## src/rtl/pls_pkg.sv

```systemverilog
`default_nettype none
package pls_pkg;

  localparam int VALUE_W = 32;
  localparam int POS_W   = 8;
  localparam int LEN_W   = 7;
  localparam int CMD_W   = 3;
  localparam int ST_W    = 3;

  typedef enum logic [CMD_W-1:0] {
    CMD_INS_FRONT = 3'd0,
    CMD_INS_BACK  = 3'd1,
    CMD_INS_POS   = 3'd2,
    CMD_DEL_FRONT = 3'd3,
    CMD_DEL_BACK  = 3'd4,
    CMD_DEL_POS   = 3'd5,
    CMD_DISPLAY   = 3'd6
  } cmd_t;

  typedef enum logic [ST_W-1:0] {
    ST_OK      = 3'd0,
    ST_EMPTY   = 3'd1,
    ST_INVALID = 3'd2,
    ST_BOUNDS  = 3'd3,
    ST_FULL    = 3'd4
  } status_t;

  typedef enum logic [2:0] {
    ACT_NONE,
    ACT_REPORT,
    ACT_INSERT,
    ACT_DELETE,
    ACT_DISPLAY
  } act_t;

  typedef struct packed {
    logic load;
    logic step;
    logic tail;
    logic emit_status;
    logic disp_read;
    logic emit_elem;
  } ctl_cmd_t;

  typedef struct packed {
    act_t act;
    logic at_stop;
    logic disp_last;
    logic out_free;
  } dp_stat_t;

endpackage
`default_nettype wire

```

## src/rtl/pls_ram.sv

```systemverilog
`default_nettype none
module pls_ram #(
  parameter int WIDTH = 32,
  parameter int DEPTH = 16
) (
  input  wire logic                                  clk,
  input  wire logic                                  we,
  input  wire logic [(DEPTH > 1 ? $clog2(DEPTH) : 1)-1:0] waddr,
  input  wire logic [WIDTH-1:0]                      wdata,
  input  wire logic                                  re,
  input  wire logic [(DEPTH > 1 ? $clog2(DEPTH) : 1)-1:0] raddr,
  output logic      [WIDTH-1:0]                      rdata
);

  logic [WIDTH-1:0] mem [DEPTH];

  always_ff @(posedge clk) begin
    if (we) begin
      mem[waddr] <= wdata;
    end
    if (re) begin
      rdata <= mem[raddr];
    end
  end

endmodule
`default_nettype wire

```

## src/rtl/pls_ctrl.sv

```systemverilog
`default_nettype none
module pls_ctrl (
  input  wire logic             clk,
  input  wire logic             rst,
  input  wire logic             in_valid,
  output logic                  in_ready,
  input  wire pls_pkg::dp_stat_t stat,
  output pls_pkg::ctl_cmd_t     cmd
);

  typedef enum logic [2:0] {
    S_IDLE,
    S_SHIFT,
    S_TAIL,
    S_RESULT,
    S_DISP_RD,
    S_DISP_WAIT
  } state_t;

  state_t state;

  always_ff @(posedge clk) begin
    if (rst) begin
      state <= S_IDLE;
    end else begin
      unique case (state)
        S_IDLE: begin
          if (in_valid) begin
            unique case (stat.act)
              pls_pkg::ACT_INSERT,
              pls_pkg::ACT_DELETE:  state <= S_SHIFT;
              pls_pkg::ACT_DISPLAY: state <= S_DISP_RD;
              pls_pkg::ACT_REPORT:  state <= S_RESULT;
              default:              state <= S_IDLE;
            endcase
          end
        end
        S_SHIFT: begin
          if (stat.at_stop) begin
            state <= S_TAIL;
          end
        end
        S_TAIL: state <= S_RESULT;
        S_RESULT: begin
          if (stat.out_free) begin
            state <= S_IDLE;
          end
        end
        S_DISP_RD: state <= S_DISP_WAIT;
        S_DISP_WAIT: begin
          if (stat.out_free) begin
            state <= stat.disp_last ? S_IDLE : S_DISP_RD;
          end
        end
        default: state <= S_IDLE;
      endcase
    end
  end

  always_comb begin
    in_ready        = (state == S_IDLE);
    cmd.load        = in_ready && in_valid;
    cmd.step        = (state == S_SHIFT);
    cmd.tail        = (state == S_TAIL);
    cmd.emit_status = (state == S_RESULT) && stat.out_free;
    cmd.disp_read   = (state == S_DISP_RD);
    cmd.emit_elem   = (state == S_DISP_WAIT) && stat.out_free;
  end

endmodule
`default_nettype wire

```

## src/rtl/pls_dp.sv

```systemverilog
`default_nettype none
module pls_dp #(
  parameter int CAPACITY = 16
) (
  input  wire logic                          clk,
  input  wire logic                          rst,
  input  wire pls_pkg::ctl_cmd_t             cmd,
  output pls_pkg::dp_stat_t                  stat,
  input  wire logic [pls_pkg::CMD_W-1:0]     in_command,
  input  wire logic signed [pls_pkg::VALUE_W-1:0] in_value,
  input  wire logic [pls_pkg::POS_W-1:0]     in_position,
  input  wire logic                          out_ready,
  output logic                               out_valid,
  output logic [pls_pkg::ST_W-1:0]           out_status,
  output logic signed [pls_pkg::VALUE_W-1:0] out_element,
  output logic [pls_pkg::LEN_W-1:0]          out_length,
  output logic                               out_last
);

  localparam int AW = (CAPACITY > 1) ? $clog2(CAPACITY) : 1;
  localparam int LW = $clog2(CAPACITY + 1);

  logic [LW-1:0]  len;
  logic [AW-1:0]  cur;
  logic [AW-1:0]  stop;
  logic           dir_ins;
  logic           wr_pend;
  logic [AW-1:0]  wr_dst;
  logic [pls_pkg::VALUE_W-1:0] val_r;
  pls_pkg::status_t st_r;

  logic [8:0] pos9, len9, cap9, pos_m1, len_m1;
  pls_pkg::act_t    dec_act;
  pls_pkg::status_t dec_st;
  logic [8:0]       dec_start, dec_stop;
  logic             dec_ins;

  logic                        ram_we, ram_re;
  logic [AW-1:0]               ram_waddr, ram_raddr, src;
  logic [pls_pkg::VALUE_W-1:0] ram_wdata, ram_rdata;

  always_comb begin
    pos9      = {1'b0, in_position};
    len9      = 9'(len);
    cap9      = 9'(CAPACITY);
    pos_m1    = pos9 - 9'd1;
    len_m1    = len9 - 9'd1;
    dec_act   = pls_pkg::ACT_NONE;
    dec_st    = pls_pkg::ST_OK;
    dec_start = '0;
    dec_stop  = '0;
    dec_ins   = 1'b0;
    unique case (in_command)
      pls_pkg::CMD_INS_FRONT, pls_pkg::CMD_INS_BACK, pls_pkg::CMD_INS_POS: begin
        if (in_command == pls_pkg::CMD_INS_POS && in_position == '0) begin
          dec_act = pls_pkg::ACT_REPORT;
          dec_st  = pls_pkg::ST_INVALID;
        end else if (len9 >= cap9) begin
          dec_act = pls_pkg::ACT_REPORT;
          dec_st  = pls_pkg::ST_FULL;
        end else if (in_command == pls_pkg::CMD_INS_POS && pos9 > len9 + 9'd1) begin
          dec_act = pls_pkg::ACT_REPORT;
          dec_st  = pls_pkg::ST_BOUNDS;
        end else begin
          dec_act   = pls_pkg::ACT_INSERT;
          dec_ins   = 1'b1;
          dec_start = len9;
          if (in_command == pls_pkg::CMD_INS_FRONT) begin
            dec_stop = '0;
          end else if (in_command == pls_pkg::CMD_INS_BACK) begin
            dec_stop = len9;
          end else begin
            dec_stop = pos_m1;
          end
        end
      end
      pls_pkg::CMD_DEL_FRONT, pls_pkg::CMD_DEL_BACK: begin
        if (len == '0) begin
          dec_act = pls_pkg::ACT_REPORT;
          dec_st  = pls_pkg::ST_EMPTY;
        end else begin
          dec_act   = pls_pkg::ACT_DELETE;
          dec_start = (in_command == pls_pkg::CMD_DEL_FRONT) ? 9'd0 : len_m1;
          dec_stop  = len_m1;
        end
      end
      pls_pkg::CMD_DEL_POS: begin
        if (in_position == '0) begin
          dec_act = pls_pkg::ACT_REPORT;
          dec_st  = pls_pkg::ST_INVALID;
        end else if (pos9 == 9'd1 && len == '0) begin
          dec_act = pls_pkg::ACT_REPORT;
          dec_st  = pls_pkg::ST_EMPTY;
        end else if (pos9 > len9) begin
          dec_act = pls_pkg::ACT_REPORT;
          dec_st  = pls_pkg::ST_BOUNDS;
        end else begin
          dec_act   = pls_pkg::ACT_DELETE;
          dec_start = pos_m1;
          dec_stop  = len_m1;
        end
      end
      pls_pkg::CMD_DISPLAY: begin
        if (len == '0) begin
          dec_act = pls_pkg::ACT_REPORT;
          dec_st  = pls_pkg::ST_EMPTY;
        end else begin
          dec_act   = pls_pkg::ACT_DISPLAY;
          dec_start = '0;
          dec_stop  = len_m1;
        end
      end
      default: dec_act = pls_pkg::ACT_NONE;
    endcase
  end

  // copy source: entry below cur when opening a gap, above cur when closing one
  assign src = dir_ins ? (cur - AW'(1)) : (cur + AW'(1));

  always_comb begin
    ram_re    = (cmd.step && (cur != stop)) || cmd.disp_read;
    ram_raddr = cmd.disp_read ? cur : src;
    ram_we    = wr_pend || (cmd.tail && dir_ins);
    ram_waddr = wr_pend ? wr_dst : cur;
    ram_wdata = wr_pend ? ram_rdata : val_r;
  end

  pls_ram #(
    .WIDTH(pls_pkg::VALUE_W),
    .DEPTH(CAPACITY)
  ) u_ram (
    .clk  (clk),
    .we   (ram_we),
    .waddr(ram_waddr),
    .wdata(ram_wdata),
    .re   (ram_re),
    .raddr(ram_raddr),
    .rdata(ram_rdata)
  );

  always_ff @(posedge clk) begin
    if (rst) begin
      len       <= '0;
      wr_pend   <= 1'b0;
      out_valid <= 1'b0;
    end else begin
      if (cmd.step) begin
        wr_pend <= (cur != stop);
      end
      if (cmd.tail) begin
        len <= dir_ins ? len + LW'(1) : len - LW'(1);
      end
      if (cmd.emit_status || cmd.emit_elem) begin
        out_valid <= 1'b1;
      end else if (out_ready) begin
        out_valid <= 1'b0;
      end
    end
  end

  always_ff @(posedge clk) begin
    if (cmd.load) begin
      val_r   <= in_value;
      st_r    <= dec_st;
      dir_ins <= dec_ins;
      cur     <= AW'(dec_start);
      stop    <= AW'(dec_stop);
    end
    if (cmd.step && (cur != stop)) begin
      wr_dst <= cur;
      cur    <= dir_ins ? cur - AW'(1) : cur + AW'(1);
    end
    if (cmd.emit_status) begin
      out_status  <= st_r;
      out_element <= '0;
      out_length  <= pls_pkg::LEN_W'(len);
      out_last    <= 1'b1;
    end
    if (cmd.emit_elem) begin
      out_status  <= pls_pkg::ST_OK;
      out_element <= ram_rdata;
      out_length  <= pls_pkg::LEN_W'(len);
      out_last    <= (cur == stop);
      cur         <= cur + AW'(1);
    end
  end

  always_comb begin
    stat.act       = dec_act;
    stat.at_stop   = (cur == stop);
    stat.disp_last = (cur == stop);
    stat.out_free  = !out_valid || out_ready;
  end

endmodule
`default_nettype wire

```

## src/rtl/positional_list_store.sv

```systemverilog
`default_nettype none
// channel   dir  tdata                              tuser       tlast
// s_axis    in   value[31:0], position[39:32]       command     -
// m_axis    out  element[31:0], list_length[38:32]  status      last
//
// One command at a time. A positional insert or delete moving n entries makes one RAM
// copy per cycle. Display reads each element through the registered RAM read port.
// rst clears the length and the output valid flag; stored entries are not cleared.
// A stalled m_axis holds the result; the next command is taken meanwhile.
module positional_list_store #(
  parameter int CAPACITY = 16
) (
  input  wire logic        clk,
  input  wire logic        rst,
  input  wire logic        s_axis_tvalid,
  output logic             s_axis_tready,
  input  wire logic [39:0] s_axis_tdata,  // value[31:0], position[39:32]
  input  wire logic [2:0]  s_axis_tuser,  // command[2:0]
  output logic             m_axis_tvalid,
  input  wire logic        m_axis_tready,
  output logic [39:0]      m_axis_tdata,  // element[31:0], list_length[38:32], zero
  output logic [2:0]       m_axis_tuser,  // status[2:0]
  output logic             m_axis_tlast
);

  pls_pkg::ctl_cmd_t ctl_cmd;
  pls_pkg::dp_stat_t dp_stat;

  logic [pls_pkg::ST_W-1:0]           out_status;
  logic signed [pls_pkg::VALUE_W-1:0] out_element;
  logic [pls_pkg::LEN_W-1:0]          out_length;

  pls_ctrl u_ctrl (
    .clk     (clk),
    .rst     (rst),
    .in_valid(s_axis_tvalid),
    .in_ready(s_axis_tready),
    .stat    (dp_stat),
    .cmd     (ctl_cmd)
  );

  pls_dp #(
    .CAPACITY(CAPACITY)
  ) u_dp (
    .clk        (clk),
    .rst        (rst),
    .cmd        (ctl_cmd),
    .stat       (dp_stat),
    .in_command (s_axis_tuser),
    .in_value   (s_axis_tdata[31:0]),
    .in_position(s_axis_tdata[39:32]),
    .out_ready  (m_axis_tready),
    .out_valid  (m_axis_tvalid),
    .out_status (out_status),
    .out_element(out_element),
    .out_length (out_length),
    .out_last   (m_axis_tlast)
  );

  assign m_axis_tdata = {1'b0, out_length, out_element};
  assign m_axis_tuser = out_status;

  a_no_shift_when_ready: assert property (@(posedge clk) disable iff (rst)
    s_axis_tready |-> !ctl_cmd.step && !ctl_cmd.tail)
    else $error("list shift active while accepting commands");

  a_one_emit: assert property (@(posedge clk) disable iff (rst)
    !(ctl_cmd.emit_status && ctl_cmd.emit_elem))
    else $error("two result sources in one cycle");

  a_len_bound: assert property (@(posedge clk) disable iff (rst)
    m_axis_tvalid |-> (m_axis_tdata[38:32] <= pls_pkg::LEN_W'(CAPACITY)))
    else $error("reported length exceeds capacity");

  a_fail_is_last: assert property (@(posedge clk) disable iff (rst)
    (m_axis_tvalid && (m_axis_tuser != pls_pkg::ST_OK)) |-> m_axis_tlast)
    else $error("failure status without last mark");

endmodule
`default_nettype wire

```

## config.mk

```make
export PLATFORM = sky130hd
export DESIGN_NAME = positional_list_store
export DESIGN_NICKNAME = d
export VERILOG_FILES = /design/src/rtl/pls_pkg.sv /design/src/rtl/pls_ram.sv /design/src/rtl/pls_ctrl.sv /design/src/rtl/pls_dp.sv /design/src/rtl/positional_list_store.sv
export SDC_FILE = /design/constraint.sdc
export NUM_CORES = 1
export LEC_CHECK = 0
export BUFFER_PORTS_ARGS = -buffer_cell sky130_fd_sc_hd__buf_2
export CORE_ASPECT_RATIO = 1.2
export CORE_MARGIN = 2
export CORE_UTILIZATION = 50
export DETAILED_ROUTE_END_ITERATION = 7
export GPL_ROUTABILITY_DRIVEN = 0
export PLACE_DENSITY = 0.77
export SLEW_MARGIN = 0
export SYNTH_ARGS = -nofsm -noshare
export SYNTH_HDL_FRONTEND = slang
export SYNTH_HIERARCHICAL = 1
export SYNTH_SLANG_ARGS = --single-unit
```

## constraint.sdc

```tcl
create_clock -name clk -period 4.1 [get_ports clk]
set_clock_uncertainty 0.1 [all_clocks]
set_input_delay 0 -clock clk [delete_from_list [all_inputs] [get_ports clk]]
set_output_delay 0 -clock clk [all_outputs]
set_load 0.01 [all_outputs]
```

# == After elaboration in Yosys (flattened, before gate mapping) ==
# Memories as Yosys holds them, arrays and structs flattened. A register that Yosys moved wholly into a read port is not among the register bits.
# Cells that the tools add are included.
# word_totals
mem_count,1
ramBits,512
word_cells,136
regBits,99
input_bits,47
# mem_list
memory,words,width,rd,rd_clocked_by_memory_dff,write_ports,line_no,text
u_dp.u_ram.mem,16,32,1,1,1,pls_ram.sv:15,logic [WIDTH-1:0] mem [DEPTH];
# classes
eq_ne,22
mux,62
addsub,7
n_reduce_logical,26
order_cmp,3
bitwise_logic,1
# ops
cell,count
two-way mux 32 bit,3
two-way mux 4 bit,23
two-way mux 3 bit,14
case mux 4 bit (3 select lines),2
equality test 3 x 2 -> 1 bit (second input constant),6
equality test 3 bit (second input constant),6
case mux 3 bit (3 select lines),2
case mux 3 bit (6 select lines),1
two-way mux 5 bit,3
case mux 3 bit (4 select lines),1
subtractor 4 x 1 -> 4 bit (second input constant),3
two-way mux 2 bit,5
equality test 3 x 1 -> 1 bit (second input constant),3
OR reduction 3 bit,3
equality test 8 x 1 -> 1 bit (second input constant),1
greater-than comparator 8 x 5 -> 1 bit,1
greater-than comparator 8 x 6 -> 1 bit,1
logical AND 1 bit,8
zero test 8 bit,1
two-way mux 1 bit,8
adder 5 x 1 -> 6 bit (second input constant),1
zero test 3 bit,2
adder 5 x 1 -> 5 bit (second input constant),1
>= comparator 5 bit (second input constant),1
14 further kinds,21

# == Longest topological paths before layout ==
# Gate-level depths: netlist of run 1.
# logic_depth
word_depth,12
ltp_mapped,14
depth_no_buf,13

# == Cells and area by module ==
# The synthesis of run 1 kept the hierarchy.
# by_module_without_submodules
mod,instances,seq_area_each_um2,cells_per_inst,area_each_um2
pls_ram,1,16335.7,838,20155.6
pls_dp,1,2782.7,395,5063.6
pls_ctrl,1,60.1,41,306.5
positional_list_store,1,0.0,2,11.3

# == Least setup slack after synthesis of run 1 ==
# OpenSTA, ideal clock, no wires.
# synth_path
path_kind,register -> register
start,register u_ctrl.state[2]
end,memory u_dp.u_ram.mem[0][0] (enable)
path_stages_with_launch,8
setup_slack_ns,-0.268
required_ns,3.539
synth_period_minus_slack_ns,4.368
arrival_time_ns,3.807
n_path_buf,2
path_cell_list,dfxtp_1 > buf_6 > nand2b_1 > nor2_1 > clkbuf_1 > a21o_1 > or3b_2 > nor3_1
# synth_rtl
element,line_no,text
"start, declared",pls_ctrl.sv:20,state_t state;
"start signal, assigned",pls_ctrl.sv:52,state <= stat.disp_last ? S_IDLE : S_DISP_RD;
"end, declared",pls_ram.sv:15,

==> results of run 1 <==
[how the worst max path moves through the flow]
stage            startpoint                   end  slack (ns)
4_1_cts         u_dp/len[0]       u_ctrl/state[2]        0.09
6_report        u_dp/len[0]       u_ctrl/state[2]        0.28
3_5_place_dp    u_dp/len[0]       u_ctrl/state[2]        0.61
2_1_floorplan  u_dp/wr_pend  u_dp/u_ram/mem[8][0]        0.04
3_3_place_gp    u_dp/len[0]       u_ctrl/state[2]        0.72
5_1_grt         u_dp/len[0]       u_ctrl/state[2]        0.07
[report_power, final]
group	leakage, nW	total (mW)	internal, mW	switching [mW]
Clock	0.936	5.46	3.08	2.38
Sequential	5.79	9.17	8.81	0.365
Combinational	3.01	7.31	3.02	4.28
Total	9.74	21.9	14.9	7.02
[cell families after synthesis]
group / Yosys count / share of synthesized area [%]
AO/OA/AOI/OAI: 134 / 4.05
buffers and inverters: 86 / 1.66
XOR/XNOR: 22 / 0.784
AND/OR/NAND/NOR: 196 / 4.13
multiplexers: 170 / 13.1
adder cells (fa/ha/maj): 23 / 1.16
flip-flops: 643 / 75.1
other: 2 / 0.0294
[metrics by stage]
step | total power [mW] | setup WS (ns)
2_1_floorplan | 14.2 | 0.0397
3_3_place_gp | 16.2 | 0.716
3_5_place_dp | 16.5 | 0.605
4_1_cts | 22.0 | 0.0882
5_1_grt | 22.9 | 0.0660
6_report | 21.9 | 0.281
[registers in the layout (all words and copies together) (netlist names), 5 cells and up]
| register | count |
|---|---|
| u_dp/out_element | 32 |
| u_dp/u_ram/mem | 512 |
| u_dp/u_ram/rdata | 32 |
| u_dp/len | 5 |
| u_dp/out_length | 5 |
| u_dp/val_r | 32 |
[area by class of cell]
class	count	area [sq um]
repair buffers	211	1770
fillers	3424	20500
well taps	644	806
clock inverters	43	418
flip-flops and latches	643	19200
inverters	19	73.8
clock buffers	67	1510
multi-input cells	548	6090
[layout by cell type (no fill, tap or decap), types with 10 or more instances in the layout]
cell / n
buf_12: 18
nand2_1: 46
clkinv_1: 13
mux4_2: 128
nand3_1: 10
edfxtp_1: 630
buf_2: 89
buf_4: 29
and2_1: 34
xnor2_1: 11
nor2_1: 30
nand2b_1: 11
nor2_4: 13
mux2_2: 34
inv_1: 16
clkinv_2: 15
a21oi_1: 18
ha_1: 22
dlygate4sd3_1: 75
clkbuf_16: 59
o21ai_0: 10
a22oi_1: 65
[routing by layer]
| metal | vias up | track usage (%) | wire (microns) |
|---|---|---|---|
| li1 | 5618 | - | - |
| met1 | 6947 | 29.8 | 22200 |
| met2 | 732 | 37.3 | 29300 |
| met3 | 117 | 3.45 | 4970 |
| met4 | 0 | 6.55 | 1410 |
| met5 | - | 0 | 0 |
[worst max-delay path: stages (launching register included)]
cell and delay [ns]:
dfxtp_2 0.51, ha_1 0.24, nand3_1 0.10, xnor2_1 0.15
ha_1 0.29, nand4bb_1 0.14, o21ai_0 0.11, a21oi_1 0.30
a2111oi_4 0.12, buf_4 0.18, nor2_1 0.09, o21ai_0 0.22
nor2_1 0.18, nand3_1 0.10, a2111oi_2 0.35, dlygate4sd3_1 0.58
[what timing repair did]
item                                   in CTS  in global routing
resized for setup                           0                  3
setup buffers                               0                  2
endpoints found under the hold margin      52                  0
setup endpoints to repair                   0                  1
hold buffers                               75                  0
==> summary.md, run 1 <==
| Metric | Value |
|---|---|
| Outcome | finished, final reports clean |
| Clk buf depth | 3 |
| CP Max Fanout | 14 |
| Vias per Instance | 6.17 |
| Commonest cells post-synth | 630 x edfxtp_1, 128 x mux4_2, 65 x a22oi_1 |
| Sequential area share after synthesis | 75.1% |
| Cells after DPL | 1988 |
| First-pass GRT wire length | 85.3 mm |
| Max Transition Viols Final | 0 |
| Row count | 90 |
| Worst-margin pin slew | 1.15 ns |
| Post-Route WL | 57.9 mm |
| Design Area, Final | 29900 sq um |
| Die width | 210 microns |
| Layout cells sized above 1 | 28.7% |
| Final core utilization | 59.3% |
| RSZ-0062 raised after global routing | false |
| Die area | 52900 sq um |
| DRT iter0 DRCs | 1641 |
| Required @ worst endpoint | 4.55 ns |
| Net count, final | 1552 |
| Worst Hold Path EP | u_dp/val_r[8] |
| Crit start category | flip-flop |
| Overflow after GRT | 0 |
| Area Growth Syn to Fin | 16.9% |
| N_diodes | 0 |
| Syn_area_per_cell | 20.0 sq um |
| Area after DPL | 27200 sq um |
| R2r startpoint | u_dp/len[0] |
| ANT nets after route | 0 |
| Final setup violation count | 0 |
| Terminus of the critical flop-to-flop path | u_ctrl/state[2] |
| Number of remaining DRC errors | 0 |
| P_leak | 9.74 nW |
| Fin Setup TNS | 0 ns |
| CTS tree | yes |
| CTS clk-pin slew, worst paths | 0.06 ns |
| Max_slew headroom | 22.5% |
| Num CTS Buffers | 59 |
| Syn Inst Count | 1276 |
| Hold Crit Class | input pin to flip-flop |
| H-tree Lvls | 2 |
| Yosys reg bits | 643 |
| Max cap viols | 0 |
| Synth Flop Type | edfxtp_1 |
| Yosys top cell area share | 74.1% |
| Number of global-route vias before repair | 13564 |
| Yosys cell types | 65 |
| Num Clock Sinks | 643 |
| Worst hold margin | 0.0179 ns |
| Starting density of the core | 50.7% |
| EDFF count, synth | 630 |
| Synth area leaders | edfxtp_1 74%, mux4_2 11%, a22oi_1 1.9% |
| Die Span Y | 252 microns |
| Share of flip-flops with an asynchronous set or reset | 0% |
| Core Box Area | 50300 sq um |
| Crit end category | flip-flop |
| Critical path data arrival time | 4.27 ns |
| Hpwl dp | 29.6 mm |
| Kind of critical path | flip-flop to flip-flop |
| Most common cell in the synthesized netlist | edfxtp_1 |
| Io pins | 93 |
| Final period util | 93.1% |
| Avg WL per Cell | 26.6 microns |
| FMAX | 0.262 GHz |
| Pwr Density | 735 nW/um^2 |
| Largest net degree at the start of global routing | 53 |
| R2r worst-path depth | 15 |
| Total GRT Usage | 22.0% |
| Reg-to-reg slack, setup | 0.28 ns |
| Mapped Area | 25500 sq um |
| Root buf cell | clkbuf_16 |
| Final hold vios | 0 |
| Post-synth top area cell | edfxtp_1 |
| Worst-Skew Late Latency | 0.62 ns |
| Yosys warnings | 6 |
| Fin cells | 2175 |
| Port Buf Inserts | 89 |
| Min Tclk post-route | 3.82 ns |
| Initial antenna violation count | 1 |
| Hold-critical path depth | 2 |
| DR pass1 iterations | 8 |
| Via count of the routed design | 13414 |
| Hold_sp | s_axis_tdata[8] |
| VDD IR-drop max | 0.000590 V |
No activity file was read; power rests on OpenSTA's default activity.
==> run 2, diff against run 1 <==
Settings changed: RECOVER_POWER from default to 25, SYNTH_HIERARCHICAL 1 to default.
==> run 2 against run 1 <==
Critical path depth fell by 5. Hold slack worse by 0.0015 ns. The flow now finishes with violations (max-capacitance violations, max-slew violations). Critical path type unchanged. Cell count up 24%. Die area up 2.2%. Non-clock buffer count decreased by 11.
==> summary.md, run 2 <==
| Metric | Value |
|---|---|
| Row count | 91 (+1.1%) |
| CP Max Fanout | 9 (-5) |
| Yosys top cell area share | 72.5% (-1.6 points) |
| Layout cells sized above 1 | 11.8% (-17 points) |
| Via count of the routed design | 16306 (+22%) |
| Clock power share | 20.5% (-4.4 points) |
| Post-CTS Setup Inserts | 0 (unchanged) |
| Overflow after GRT | 0 (unchanged) |
| Sequential area share after synthesis | 73.5% (-1.6 points) |
| Outcome | finished with violations |
| Fin cells | 2701 (+24%) |
| Area Growth Syn to Fin | 14.7% |
| Fin Setup TNS | 0 ns (unchanged) |
| Die Span Y | 254 microns (+1.1%) |
| P_leak | 9.99 nW (+2.6%) |
| R2r worst-path depth | 10 (-5) |
| Syn Inst Count | 1819 (+43%) |
| Final period util | 93.9% (+0.71 points) |
| Critical path data arrival time | 4.08 ns (-0.19 ns) |
| Mapped Area | 26100 sq um (+2.2%) |
| Synth Flop Type | edfxtp_1 |
| Syn_area_per_cell | 14.3 sq um (-28%) |
| DR pass1 iterations | 5 (-3) |
| Max_slew headroom | -7.35% (-30 points) |
| Root buf cell | clkbuf_16 |
| FMAX | 0.260 GHz (-0.76%) |
| Yosys cell types | 72 (+11%) |
| Failing checks | max-capacitance violations, max-slew violations |
| First-pass GRT wire length | 91.7 mm (+7.5%) |
| Port Buf Inserts | 89 (unchanged) |
| Pwr Density | 881 nW/um^2 (+20%) |
| Number of remaining DRC errors | 0 (unchanged) |
| DRT iter0 DRCs | 1861 (+13%) |
| Starting density of the core | 50.7% (about the same) |
| Min Tclk post-route | 3.85 ns (+0.0292 ns) |
| Die width | 213 microns (+1.1%) |
| Combinational Power Share | 42.8% (+9.5 points) |
| H-tree Lvls | 2 (unchanged) |
| Worst-Skew Late Latency | 0.61 ns (about the same) |
| EDFF count, synth | 630 (unchanged) |
| Worst-margin pin slew | 1.61 ns (+0.460 ns) |
| Buf+Inv Stages, Crit Path | 3 (+1) |
| Most common cell in the synthesized netlist | edfxtp_1 |
| Kind of critical path | flip-flop to flip-flop |
| Pwr Total | 26.4 mW (+20%) |
| Yosys warnings | 0 (-6) |
| Net count, final | 2027 (+31%) |
| Flop pwr share | 36.7% (-5.1 points) |
| Crit start category | flip-flop |
| Final hold vios | 0 (unchanged) |
| Hold-critical path depth | 2 (unchanged) |
| Total GRT Usage | 22.3% (+0.24 points) |
| Hold Crit Class | input pin to flip-flop |
| Post-synth top area cell | edfxtp_1 |
| Initial antenna violation count | 1 (unchanged) |
| Largest register FFs | 512 (unchanged) |
| Largest net degree at the start of global routing | 80 (+51%) |
| Num CTS Buffers | 58 (-1.7%) |
| Slowest cell delay on critical path | 0.62 ns (+0.04 ns) |
| Core Box Area | 51500 sq um (+2.2%) |
| Max cap viols | 2 (+2) |
| Io pins | 93 (unchanged) |
| Max Transition Viols Final | 51 (+51) |
| Avg WL per Cell | 22.5 microns (-15%) |
| ANT nets after route | 0 (unchanged) |
| Largest reg by FF count | u_dp.u_ram.mem |
| Share of flip-flops with an asynchronous set or reset | 0% (unchanged) |
| Synth area leaders | edfxtp_1 72%, nand2_1 6.0%, a21oi_1 2.8% |
| Cells after DPL | 2534 (+27%) |
| Critical path depth | 10 (-5) |
| Switching pwr | 10.2 mW (+45%) |
| Sw frac | 38.5% (+6.5 points) |
| CTS tree | yes |
| Vias per Instance | 6.04 (-2.1%) |
| Commonest cells post-synth | 630 x edfxtp_1, 416 x nand2_1, 148 x a21oi_1 |
| N_diodes | 0 (unchanged) |
| Crit end category | flip-flop |
| Most frequent cells in the layout | 630 x edfxtp_1, 415 x nand2_1, 147 x a21oi_1, 68 x a32oi_1, 67 x a32o_1 |
| Hpwl dp | 33.5 mm (+13%) |
| Post-Route WL | 60.8 mm (+5.0%) |
| Required @ worst endpoint | 4.34 ns (-0.21 ns) |
| Num Clock Sinks | 643 (unchanged) |
| VDD IR-drop max | 0.000703 V (+19%) |
| RSZ-0062 raised after global routing | false |
| Worst path slowest cell | dlygate4sd3_1 |
| Commonest non-fill, non-tap cell in the layout | edfxtp_1 |
| Crit path cell chain | inv_1 > nor3_1 > nand3_1 > ha_1 > a2111oi_1 > dlygate4sd3_1 > nand3_1 > nand2_1 > dlygate4sd3_1 > o21ai_0 |
| Cell family with most CP delay | buffers and inverters |
| CTS clk-pin slew, worst paths | 0.06 ns (about the same) |
| Clk buf depth | 3 (unchanged) |
| Internal power | 16.2 mW (+8.6%) |
| Number of global-route vias before repair | 16119 (+19%) |
| Die area | 54100 sq um (+2.2%) |
| Yosys reg bits | 643 (unchanged) |
| Final setup violation count | 0 (unchanged) |
[run 2: worst reg2reg max path: cells and delay by family, from the launching register on]
family / cells / cell delay [ns]
compound gates: 2 / 0.55
fa+ha+maj: 1 / 0.34
buf+inv: 3 / 1.39
flops: 1 / 0.52
simple gates: 4 / 0.68
[run 2: cell type report]
type | count | area [sq um]
timing repair buffer | 200 | 1580
tap | 697 | 872
clock inverter | 37 | 383
clock buffer | 70 | 1520
inverter | 18 | 67.6
multi-input combinational | 1036 | 6340
sequential | 643 | 19200
fill | 3834 | 21500
[run 2: power by group through the flow]
stage	sequential (mW)	combinational (mW)	clock (mW)
5_1_grt	9.75	12.2	5.72
4_1_cts	9.65	11.2	5.48
3_5_place_dp	9.77	11.1	0
6_report	9.66	11.3	5.42
2_1_floorplan	9.50	8.25	0
3_3_place_gp	9.75	10.6	0
[run 2: cells by family (layout without fill, tap and decap cells)]
family / count (synthesis) / count (layout) / synth area share (%)
muxes: 36 / 36 / 1.61
xor gates and xnor gates: 24 / 24 / 0.805
AOI/OAI and AO/OA: 404 / 404 / 11.3
other: 1 / 3 / 0.0144
buffers and inverters: 142 / 325 / 2.80
adders and majority gates: 23 / 23 / 1.13
DFF: 643 / 643 / 73.5
and+or+nand+nor: 546 / 546 / 8.89
[run 2: path summary, 6_finish.rpt]
| kind | start | endpoint | slack [ns] |
|---|---|---|---|
| setup / recovery | u_dp.len[0] | u_dp.st_r[1] | 0.25 |
| hold / removal | s_axis_tdata[15] | u_dp.val_r[15] | 0.02 |
| setup reg to reg | u_dp.len[0] | u_dp.st_r[1] | 0.25 |
| hold reg to reg | u_dp.out_status[2] | u_dp.out_status[2] | 0.42 |
[run 2: stage by stage]
stage                     setup slack, ns  area (sq um)  utilization [%]  hold slack (ns)
after global routing               0.0544         29900             58.2          0.00336
after detailed placement            0.610         27500             53.4           0.0781
after global placement              0.741         27500             53.4           0.0768
final                               0.252         29900             58.2           0.0164
after CTS                           0.103         30000             58.3         0.000293
after floorplan                     0.775         26100                -         -0.00113
[run 2: layer usage]
| layer | routed length [microns] | global-route usage [%] | vias to the layer above |
|---|---|---|---|
| met2 | 30200 | 37.7 | 826 |
| met5 | 0 | 0 | - |
| met3 | 5220 | 3.26 | 163 |
| met4 | 2440 | 9.69 | 0 |
| met1 | 22900 | 28.8 | 8089 |
| li1 | - | - | 7228 |
[run 2: repair_timing]
item	CTS	global route
setup endpoints to repair	0	11
hold endpoints to repair	57	0
hold buffers	60	0
gates resized for setup	0	2
